**src/hw/rtl/urtrb_pkg.sv**
```systemverilog
`timescale 1ns / 1ps
// Shared types, constants and helpers for the UART receive/transmit ring buffers.
// No dependencies; imported by the top level and the checker.
package urtrb_pkg;

    localparam int DEPTH   = 64;
    localparam int PTR_W   = $clog2(DEPTH);
    localparam int FILL_W  = $clog2(DEPTH + 1);
    localparam int LEN_W   = 7;
    localparam int COUNT_W = 7;
    localparam int CMP_W   = (FILL_W > LEN_W) ? FILL_W : LEN_W;

    localparam int IN_DATA_W  = 16;
    localparam int OUT_DATA_W = 40;

    typedef enum logic [2:0] {
        CMD_LINE_RX  = 3'd0,
        CMD_HOST_RD  = 3'd1,
        CMD_WR_CHECK = 3'd2,
        CMD_WR_BYTE  = 3'd3,
        CMD_TX_READY = 3'd4
    } t_cmd;

    typedef enum logic [1:0] {
        ST_OK     = 2'd0,
        ST_CLOSED = 2'd1,
        ST_NOROOM = 2'd2,
        ST_EMPTY  = 2'd3
    } t_status;

    // first member sits in the top bits
    typedef struct packed {
        logic                tx_active;
        logic [COUNT_W-1:0]  tx_count;
        logic [COUNT_W-1:0]  rx_count;
        logic                overrun;
        logic [7:0]          tx_byte;
        logic                tx_valid;
        logic [7:0]          rd_data;
        t_status             status;
    } t_result;

    localparam int RES_W = $bits(t_result);

    function automatic logic [PTR_W-1:0] ptr_inc(input logic [PTR_W-1:0] p);
        ptr_inc = (p == PTR_W'(DEPTH - 1)) ? '0 : p + 1'b1;
    endfunction

endpackage

```
**src/hw/rtl/uart_rx_tx_ring_buffers.sv**
```systemverilog
`timescale 1ns / 1ps
// UART receive/transmit ring buffers: command register, state update, result register.
// Depends on urtrb_pkg.
// A request is held in the request register until the result register can take it;
// its result is then registered there and offered on the result stream.
// Throughput: one request per cycle; the input and result registers are both
// held only while the result side stalls.
// Reset (synchronous, active low) empties both rings, clears the overrun flag,
// idles the transmitter and closes the port. Ring contents are not cleared.
module uart_rx_tx_ring_buffers (
    input  logic                              i_clk,
    input  logic                              i_rst_n,
    // configuration: port_open
    input  logic                              i_cfg_valid,
    output logic                              o_cfg_ready,
    input  logic                              i_cfg_data,
    // request stream
    input  logic                              s_axis_tvalid,
    output logic                              s_axis_tready,
    // [7:0] data, [14:8] msg_len, [15] zero
    input  logic [urtrb_pkg::IN_DATA_W-1:0]   s_axis_tdata,
    // [2:0] cmd
    input  logic [2:0]                        s_axis_tuser,
    input  logic                              s_axis_tlast,
    // result stream
    output logic                              m_axis_tvalid,
    input  logic                              m_axis_tready,
    // [1:0] status, [9:2] rd_data, [10] tx_valid, [18:11] tx_byte, [19] overrun,
    // [26:20] rx_count, [33:27] tx_count, [34] tx_active, [39:35] zero
    output logic [urtrb_pkg::OUT_DATA_W-1:0]  m_axis_tdata
);
    import urtrb_pkg::*;

    // request register
    logic              r_a_valid;
    logic [2:0]        r_a_cmd;
    logic [7:0]        r_a_data;
    logic [LEN_W-1:0]  r_a_len;
    logic              r_a_last;

    // result register
    logic              r_b_valid;
    t_result           r_b_res;

    // ring state
    logic [7:0]        r_rx_mem [DEPTH];
    logic [7:0]        r_tx_mem [DEPTH];
    logic [PTR_W-1:0]  r_rx_head, r_rx_tail, r_tx_head, r_tx_tail;
    logic [FILL_W-1:0] r_rx_fill, r_tx_fill;
    logic [7:0]        r_rx_front, r_tx_front;  // store[tail], kept registered
    logic              r_tx_on, r_overrun, r_port_open;

    logic [PTR_W-1:0]  n_rx_head, n_rx_tail, n_tx_head, n_tx_tail;
    logic [FILL_W-1:0] n_rx_fill, n_tx_fill;
    logic              n_tx_on, n_overrun;
    t_result           n_res;

    logic advance;
    logic rx_push, rx_pop, tx_push, tx_pop;
    logic rx_fwd, tx_fwd;

    assign advance       = r_a_valid && (!r_b_valid || m_axis_tready);
    assign s_axis_tready = !r_a_valid || advance;
    assign o_cfg_ready   = 1'b1;
    assign m_axis_tvalid = r_b_valid;
    assign m_axis_tdata  = {(OUT_DATA_W - RES_W)'(0), r_b_res};

    always_comb begin
        rx_push   = 1'b0;
        rx_pop    = 1'b0;
        tx_push   = 1'b0;
        tx_pop    = 1'b0;
        n_tx_on   = r_tx_on;
        n_overrun = r_overrun;
        n_res     = '0;
        n_res.status = ST_OK;

        case (r_a_cmd)
            CMD_LINE_RX: begin
                if (r_rx_fill < FILL_W'(DEPTH)) begin
                    rx_push = 1'b1;
                end else begin
                    n_overrun    = 1'b1;
                    n_res.status = ST_NOROOM;
                end
            end
            CMD_HOST_RD: begin
                if (!r_port_open) begin
                    n_res.status = ST_CLOSED;
                end else if (r_rx_fill == '0) begin
                    n_res.status = ST_EMPTY;
                end else begin
                    rx_pop        = 1'b1;
                    n_res.rd_data = r_rx_front;
                end
            end
            CMD_WR_CHECK: begin
                if (!r_port_open) begin
                    n_res.status = ST_CLOSED;
                end else if (CMP_W'(r_a_len) > CMP_W'(DEPTH) - CMP_W'(r_tx_fill)) begin
                    n_res.status = ST_NOROOM;
                end
            end
            CMD_WR_BYTE: begin
                if (!r_port_open) begin
                    n_res.status = ST_CLOSED;
                end else begin
                    if (r_tx_fill < FILL_W'(DEPTH)) begin
                        tx_push = 1'b1;
                    end else begin
                        n_res.status = ST_NOROOM;
                    end
                    // kick: ring is never empty after the push, so a byte always goes out
                    if (r_a_last && !r_tx_on) begin
                        n_tx_on        = 1'b1;
                        tx_pop         = 1'b1;
                        n_res.tx_valid = 1'b1;
                        n_res.tx_byte  = (r_tx_fill == '0) ? r_a_data : r_tx_front;
                    end
                end
            end
            CMD_TX_READY: begin
                if (r_tx_on) begin
                    if (r_tx_fill != '0) begin
                        tx_pop         = 1'b1;
                        n_res.tx_valid = 1'b1;
                        n_res.tx_byte  = r_tx_front;
                    end else begin
                        n_tx_on = 1'b0;
                    end
                end
            end
            default: begin
            end
        endcase

        n_rx_head = rx_push ? ptr_inc(r_rx_head) : r_rx_head;
        n_rx_tail = rx_pop  ? ptr_inc(r_rx_tail) : r_rx_tail;
        n_tx_head = tx_push ? ptr_inc(r_tx_head) : r_tx_head;
        n_tx_tail = tx_pop  ? ptr_inc(r_tx_tail) : r_tx_tail;
        n_rx_fill = r_rx_fill + FILL_W'(rx_push) - FILL_W'(rx_pop);
        n_tx_fill = r_tx_fill + FILL_W'(tx_push) - FILL_W'(tx_pop);

        n_res.overrun   = n_overrun;
        n_res.rx_count  = COUNT_W'(n_rx_fill);
        n_res.tx_count  = COUNT_W'(n_tx_fill);
        n_res.tx_active = n_tx_on;
    end

    // a write landing on the next front entry is forwarded past the memory
    assign rx_fwd = advance && rx_push && (r_rx_head == n_rx_tail);
    assign tx_fwd = advance && tx_push && (r_tx_head == n_tx_tail);

    always_ff @(posedge i_clk) begin
        if (advance && rx_push) begin
            r_rx_mem[r_rx_head] <= r_a_data;
        end
        if (advance && tx_push) begin
            r_tx_mem[r_tx_head] <= r_a_data;
        end
        r_rx_front <= rx_fwd ? r_a_data : r_rx_mem[advance ? n_rx_tail : r_rx_tail];
        r_tx_front <= tx_fwd ? r_a_data : r_tx_mem[advance ? n_tx_tail : r_tx_tail];
    end

    always_ff @(posedge i_clk) begin
        if (s_axis_tvalid && s_axis_tready) begin
            r_a_cmd  <= s_axis_tuser;
            r_a_data <= s_axis_tdata[7:0];
            r_a_len  <= s_axis_tdata[14:8];
            r_a_last <= s_axis_tlast;
        end
        if (advance) begin
            r_b_res <= n_res;
        end
    end

    always_ff @(posedge i_clk) begin
        if (!i_rst_n) begin
            r_a_valid   <= 1'b0;
            r_b_valid   <= 1'b0;
            r_rx_head   <= '0;
            r_rx_tail   <= '0;
            r_rx_fill   <= '0;
            r_tx_head   <= '0;
            r_tx_tail   <= '0;
            r_tx_fill   <= '0;
            r_tx_on     <= 1'b0;
            r_overrun   <= 1'b0;
            r_port_open <= 1'b0;
        end else begin
            if (s_axis_tready) begin
                r_a_valid <= s_axis_tvalid;
            end
            if (advance) begin
                r_b_valid <= 1'b1;
                r_rx_head <= n_rx_head;
                r_rx_tail <= n_rx_tail;
                r_rx_fill <= n_rx_fill;
                r_tx_head <= n_tx_head;
                r_tx_tail <= n_tx_tail;
                r_tx_fill <= n_tx_fill;
                r_tx_on   <= n_tx_on;
                r_overrun <= n_overrun;
            end else if (m_axis_tready) begin
                r_b_valid <= 1'b0;
            end
            if (i_cfg_valid) begin
                r_port_open <= i_cfg_data;
            end
        end
    end

endmodule

```
**config.mk**
```make
export PLATFORM = sky130hd
export DESIGN_NAME = uart_rx_tx_ring_buffers
export DESIGN_NICKNAME = d
export VERILOG_FILES = /design/src/hw/rtl/urtrb_pkg.sv /design/src/hw/rtl/uart_rx_tx_ring_buffers.sv
export SDC_FILE = /design/constraint.sdc
export NUM_CORES = 1
export LEC_CHECK = 0
export BUFFER_PORTS_ARGS = -buffer_cell sky130_fd_sc_hd__buf_2
export CAP_MARGIN = 20
export CORE_MARGIN = 1.5
export CORE_UTILIZATION = 55
export DETAILED_ROUTE_END_ITERATION = 7
export GPL_ROUTABILITY_DRIVEN = 0
export PLACE_DENSITY = 0.74
export SLEW_MARGIN = 25
export SYNTH_ARGS = -nofsm -noshare
export SYNTH_HDL_FRONTEND = slang
export SYNTH_SLANG_ARGS = --single-unit
export TNS_END_PERCENT = 30
```
**constraint.sdc**
```tcl
create_clock -name i_clk -period 5.92 [get_ports i_clk]
set_input_delay 1.184 -clock i_clk [delete_from_list [all_inputs] [get_ports i_clk]]
set_output_delay 1.184 -clock i_clk [all_outputs]
set_load 0.005 [all_outputs]
```
-- Yosys cells after proc, flatten, opt, wreduce, memory -nomap -nowiden
Memory sizes are Yosys's and may differ from the RTL's. A register that Yosys moved wholly into a read port is not among the register bits.
Index checks and enable logic that the tools add are counted.
- word-level logic and storage cells: 111
- bits of input ports: 26
- memory bits (writable): 1024
- memories: 2
- register bits after elaboration: 97
- output and inout bits: 43
- add/subtract/negate cells: 9
- mux-type cells: 46
- reductions and logical operators: 18
- equal/unequal tests: 8
- bitwise logic cells: 2
- magnitude comparators: 3
- memories (name ; depth ; width ; read ports ; clocked after Yosys merged registers in ; write ports ; RTL line ; RTL):
    r_rx_mem ; 64 ; 8 ; 1 ; 1 ; 1 ; uart_rx_tx_ring_buffers.sv:46 ; logic [7:0] r_rx_mem [DEPTH];
    r_tx_mem ; 64 ; 8 ; 1 ; 1 ; 1 ; uart_rx_tx_ring_buffers.sv:47 ; logic [7:0] r_tx_mem [DEPTH];
- operators by type and width (operator ; number):
    2-to-1 mux 6 bit ; 8
    2-to-1 mux 9 bit ; 4
    adder 6 x 1 -> 6 bit (second input constant) ; 4
    == test 6 bit (second input constant) ; 4
    2-to-1 mux 1 bit ; 22
    case mux 9 bit (2 select lines) ; 1
    adder 7 x 1 -> 7 bit ; 2
    zero test 7 bit ; 2
    < comparator 7 bit (second input constant) ; 2
    2-to-1 mux 2 bit ; 7
    subtractor 7 x 1 -> 7 bit ; 2
    2-to-1 mux 8 bit ; 1
    case mux 2 bit (4 select lines) ; 1
    greater-than comparator 7 bit ; 1
    nonzero test 7 bit ; 1
    subtractor 7 bit (first input constant) ; 1
    == test 3 x 2 -> 1 bit (second input constant) ; 2
    logical AND 1 bit ; 5
    case mux 1 bit (2 select lines) ; 2
    AND reduction 2 bit ; 2
    == test 3 x 1 -> 1 bit (second input constant) ; 1
    == test 3 bit (second input constant) ; 1
    zero test 1 bit ; 3
    zero test 3 bit ; 1
    4 further kinds ; 6

-- Depth between registers and ports, before layout
- word-level depth: 7
- depth in mapped cells: 15
- mapped depth without buffers: 15

-- Worst setup path before layout
No wires, ideal clock.
- kind: input-to-reg
- start: input m_axis_tready
- end: register r_b_res (netlist bit m_axis_tdata[0]), enable pin
- setup slack: 2.613 ns
- data required time: 5.507 ns
- stages on the path: 5
- buffers on the path: 2
- arrival time: 2.894 ns
- setup time: 0.413 ns
- cell sequence: nor2b_1 -> nand2b_1 -> inv_1 -> buf_2 -> buf_1
- longest elaborated chain between the ends: 2
- RTL lines (element ; RTL line ; RTL):
    start, declared ; uart_rx_tx_ring_buffers.sv:27 ; input logic m_axis_tready,
    logical OR 1 bit ; uart_rx_tx_ring_buffers.sv:62 ; assign advance = r_a_valid && (!r_b_valid || m_axis_tready);
    logical AND 1 bit ; uart_rx_tx_ring_buffers.sv:62 ;
    named net advance ; uart_rx_tx_ring_buffers.sv:58 ; logic advance;
    end signal, assigned ; uart_rx_tx_ring_buffers.sv:173 ; r_b_res <= n_res;
    end, declared ; uart_rx_tx_ring_buffers.sv:43 ; t_result r_b_res;
The timed path passes the listed nets, and every way through them passes these cells.
A chain may end at the register's enable or synchronous reset.

-- Final worst setup path
- start: register r_tx_fill[0]
- end: memory r_tx_mem[19][2], enable pin
- longest elaborated chain between the ends: 7
- RTL lines (element ; RTL line ; RTL):
    start, declared ; uart_rx_tx_ring_buffers.sv:49 ; logic [FILL_W-1:0] r_rx_fill, r_tx_fill;
    start signal, assigned ; uart_rx_tx_ring_buffers.sv:201 ; r_tx_fill <= n_tx_fill;
    < comparator 7 bit ; uart_rx_tx_ring_buffers.sv:108 ; if (r_tx_fill < FILL_W'(DEPTH)) begin
    2-to-1 mux 1 bit ; uart_rx_tx_ring_buffers.sv:108 ;
    2-to-1 mux 1 bit ; uart_rx_tx_ring_buffers.sv:105 ; if (!r_port_open) begin
    2-to-1 mux 1 bit ; uart_rx_tx_ring_buffers.sv:78 ; case (r_a_cmd)
    logical AND 1 bit ; uart_rx_tx_ring_buffers.sv:158 ; if (advance && tx_push) begin
    2-to-1 mux 1 bit ; uart_rx_tx_ring_buffers.sv:158 ;
    2-to-1 mux 1 bit (not written as such) ; uart_rx_tx_ring_buffers.sv:159 ; r_tx_mem[r_tx_head] <= r_a_data;
    end, declared ; uart_rx_tx_ring_buffers.sv:47 ;
Every way passes these cells.

==> impl_summary.md <==
Status
The flow ran to the end, and the final reports show no timing, DRC or antenna violations.

Global route
The most used routing layer in global routing is met2. The wire length of the first global-routing pass is 141000 µm. Global routing consumed, on the met3 layer, 3.46% of the routing resources.

The number of antenna violations at the first check in global routing is 0. The overall routing resource usage is 23.1%. Entering global routing, the biggest net connects 102 pins. In the global route stage, met2 resource usage came out at 38.3%. The via count of the first global-routing pass came to 22200. In the global route stage, met1 resource usage came out at 31.4%. The total overflow left after global routing is 0.

Synth
The cell count after synthesis came out at 2256. The dominant synthesized flop cell is sky130_fd_sc_hd__edfxtp_1. In this run, synthesis produced a sequential element count of 1133.

The Yosys step of the flow raised 0 warnings. The average instance area after synthesis is 19.8 µm². The sequential cell area fraction in the yosys report is 74.8%.

Yosys mapped the design onto 68 distinct sky130hd cell types. Counting flops with a built-in enable in the synthesized netlist gives 1078. The async set-reset flop share out of synthesis is 0%.

The synthesized area is 0.0447 mm².

Route
The detailed-router iteration count before antenna repair is 5. After detailed routing, the number of vias per cell comes to 6.28. For this run, design rule violations remaining after detail routing come to 0.

After detailed routing, the average wire length per cell comes to 27.1 µm. The routed layout has 22000 vias. The post-route antenna net violation count is 0. For this block, the routed nets add up to 94700 µm of wire. In this run, the number of DRC markers left after iteration 0 of detailed routing was 2211.

Setup path
The worst setup path is launched from a flip-flop. The worst setup path is of the flip-flop to flip-flop kind. In this run the worst path has a maximum fanout of 8. At the worst endpoint, the required time is 6.21 ns. Data arrives at the worst endpoint at 4.46 ns.

The element type at the critical path end is a flip-flop.

Power
The combinational power share is 2.3%. Per report_power, the sequential group accounts for 53.9% of the total. The worst ir drop on vdd is 314 µV. The analysis attributes to cell leakage a power of 15.3 nW.

The total power divided by cell area is 329 mW/mm². The net switching power is 3.18 mW. The switching power share of the total is 19.4%. Cell internal power was estimated by the tool at 13.2 mW.

In this run, the clock network consumes 43.8% of the power. Overall power consumption after layout is estimated at 16.4 mW.

Timing
The final clock period utilization by the worst path is 70.4%. The aggregate negative setup slack is 0 ns. Setup repair after global routing left no endpoint under its margin. The setup violation total in the final timing report is 0. The worst path in the final design needs a cycle of 4.17 ns, including I/O delays and setup. For the final database, setup skew stands at 0.0228 ns.

The actual transition at the worst max-transition pin is 1.10 ns. The achievable clock frequency is 240 MHz. The total count of max-transition violations in the final report is 0. The number of endpoints with negative hold slack in the final report is 0. Measured against its own limit, the worst slew margin works out to 26.6%.

Cells and area
Compared with the post-synthesis result, the final layout area differs by 11.2%. The top cell types in the final layout, fill and taps aside, are sky130_fd_sc_hd__edfxtp_1 (1078), sky130_fd_sc_hd__mux4_2 (250), sky130_fd_sc_hd__nor2_1 (179), sky130_fd_sc_hd__clkbuf_16 (111), sky130_fd_sc_hd__mux2i_1 (80). The number of inserted diodes is 0.

The filler cells instantiated in the layout total 5366. Once layout is complete, the cells apart from fillers number 3496. The number of nets in the finished design is 2405. At the end of the flow the core is filled with cells to 61.8%. The cell area after layout is 0.0498 mm². Leaving out fill and tap cells, the most frequent cell in the layout is sky130_fd_sc_hd__edfxtp_1. The fraction of final layout cells with drive strength greater than 1 is 22.4%.

Floorplan
The I/O pin total is 69. The floorplan step set the die height to 288 µm. The die area is 0.0831 mm². The x dimension of the die is 288 µm. The core region area is 0.0805 mm².

The number of placement rows is 104. The starting utilization of the core area is 55.5%.

Clock tree
The TritonCTS buffer count is 107. After clock tree synthesis, the repair step resized 0 gates. In this run the post-CTS setup repair buffer count came out at 0.

TritonCTS built the clock tree. The CTS H-tree depth is 3. Hold repair after CTS inserted 0 buffers. The maximum root-to-sink buffer count is 3. The clock sink count is 1133. The clock-pin slew reported for the worst setup and hold paths after clock tree synthesis is 0.06 ns. For the worst-skew pair, the clock arrives at the later sink with an insertion delay of 0.67 ns. In this run the clock root is driven by a sky130_fd_sc_hd__clkbuf_16.

Placement
The HPWL after detailed placement is 56200 µm. The number of input and output port buffers inserted is 61. Counting tap cells, the placed design contains a total of 3296 instances. After detailed placement, the total cell area comes to 0.0460 mm².

Min path
The tightest min-delay check is of the flip-flop to flip-flop type.

Run
The number of maximum-capacitance constraint violations is 0.
cells in the mapped netlist, types with 11 or more instances:
master	number	area share, %
sky130_fd_sc_hd__a211oi_1	14	0.23
sky130_fd_sc_hd__a21oi_1	32	0.36
sky130_fd_sc_hd__a22oi_1	40	0.67
sky130_fd_sc_hd__a31oi_1	11	0.15
sky130_fd_sc_hd__and2_1	19	0.27
sky130_fd_sc_hd__buf_1	18	0.15
sky130_fd_sc_hd__buf_2	24	0.27
sky130_fd_sc_hd__buf_4	16	0.27
sky130_fd_sc_hd__clkbuf_1	41	0.34
sky130_fd_sc_hd__dfxtp_1	55	2.5
sky130_fd_sc_hd__edfxtp_1	1078	72
sky130_fd_sc_hd__ha_1	32	0.89
sky130_fd_sc_hd__inv_1	34	0.29
sky130_fd_sc_hd__mux2i_1	80	1.8
sky130_fd_sc_hd__mux4_2	250	13
sky130_fd_sc_hd__nand2_1	72	0.60
sky130_fd_sc_hd__nand3_1	35	0.39
sky130_fd_sc_hd__nor2_1	180	1.5
sky130_fd_sc_hd__nor2b_1	17	0.24
sky130_fd_sc_hd__nor3_1	12	0.13
sky130_fd_sc_hd__o21ai_0	15	0.17
sky130_fd_sc_hd__o22ai_1	18	0.25
sky130_fd_sc_hd__xnor2_1	17	0.33
sky130_fd_sc_hd__xor2_1	12	0.23
power groups by stage:
stage / registers (mW) / clock network, mW / logic (mW)
finish: 8.84 / 7.17 / 0.376
global route: 8.83 / 7.53 / 0.413
CTS: 8.84 / 7.24 / 0.376
detailed placement: 9.01 / 0 / 0.373
global placement: 9.00 / 0 / 0.356
floorplan: 9.07 / 0 / 0.170
worst max-delay path, stage by stage (launching register included):
cell and delay [ns]:
sky130_fd_sc_hd__dfxtp_1 0.44, sky130_fd_sc_hd__inv_1 0.07, sky130_fd_sc_hd__ha_1 0.24, sky130_fd_sc_hd__and3_1 0.23, sky130_fd_sc_hd__o21ai_0 0.65, sky130_fd_sc_hd__nand3_1 0.32, sky130_fd_sc_hd__nor2_1 0.30, sky130_fd_sc_hd__nand3_1 0.63
sky130_fd_sc_hd__nor2_1 0.91
logic make-up after synthesis:
family / count (synthesis) / share of synthesized area [%]
fa+ha+maj: 34 / 0.984
buf+inv: 150 / 1.80
other cells: 2 / 0.0168
mux: 346 / 15.0
compound gates: 164 / 2.57
simple gates: 398 / 4.20
xor+xnor: 29 / 0.568
flops: 1133 / 74.8
final timing paths:
check,slack [ns],cells past startpoint,from,to
max,1.75,8,r_tx_fill[0],r_tx_mem[19][2]
min,0.47,2,r_overrun,r_overrun
max reg2reg,1.75,8,r_tx_fill[0],r_tx_mem[19][2]
min reg2reg,0.47,2,r_overrun,r_overrun
metrics by stage:
step / hold slack [ns] / setup WS [ns]
4_1_cts: 0.476 / 1.83
2_1_floorplan: 0.431 / 2.61
5_1_grt: 0.508 / 1.56
3_5_place_dp: 0.462 / 1.58
3_3_place_gp: 0.464 / 1.66
6_report: 0.474 / 1.75
flip-flops by register name, indices dropped and copies added, names as in the netlist, 3 cells and up, named ones only:
register,count
r_rx_head,6
r_rx_mem,512
r_a_cmd,3
r_a_data,8
r_tx_tail,6
m_axis_tdata,35
r_tx_fill,7
r_tx_mem,512
r_tx_head,6
r_a_len,7
r_rx_tail,6
r_rx_fill,7
routing by layer:
layer / vias up / wire length [µm]
met5: - / 0
met4: 0 / 3400
met3: 204 / 6190
met2: 974 / 47800
met1: 11400 / 37300
li1: 9345 / -
area by class of cell:
class                      count  area [µm²]  area share (%)
clock inverter                59         736            1.48
tap                         1060        1330            2.67
clock buffer                 141        3010            6.05
sequential                  1133       33500            67.3
multi-input combinational    977       10500            21.1
timing repair buffer          92         579            1.16
inverter                      34         128           0.256
Note: power is estimated with default switching activity, not from simulation.
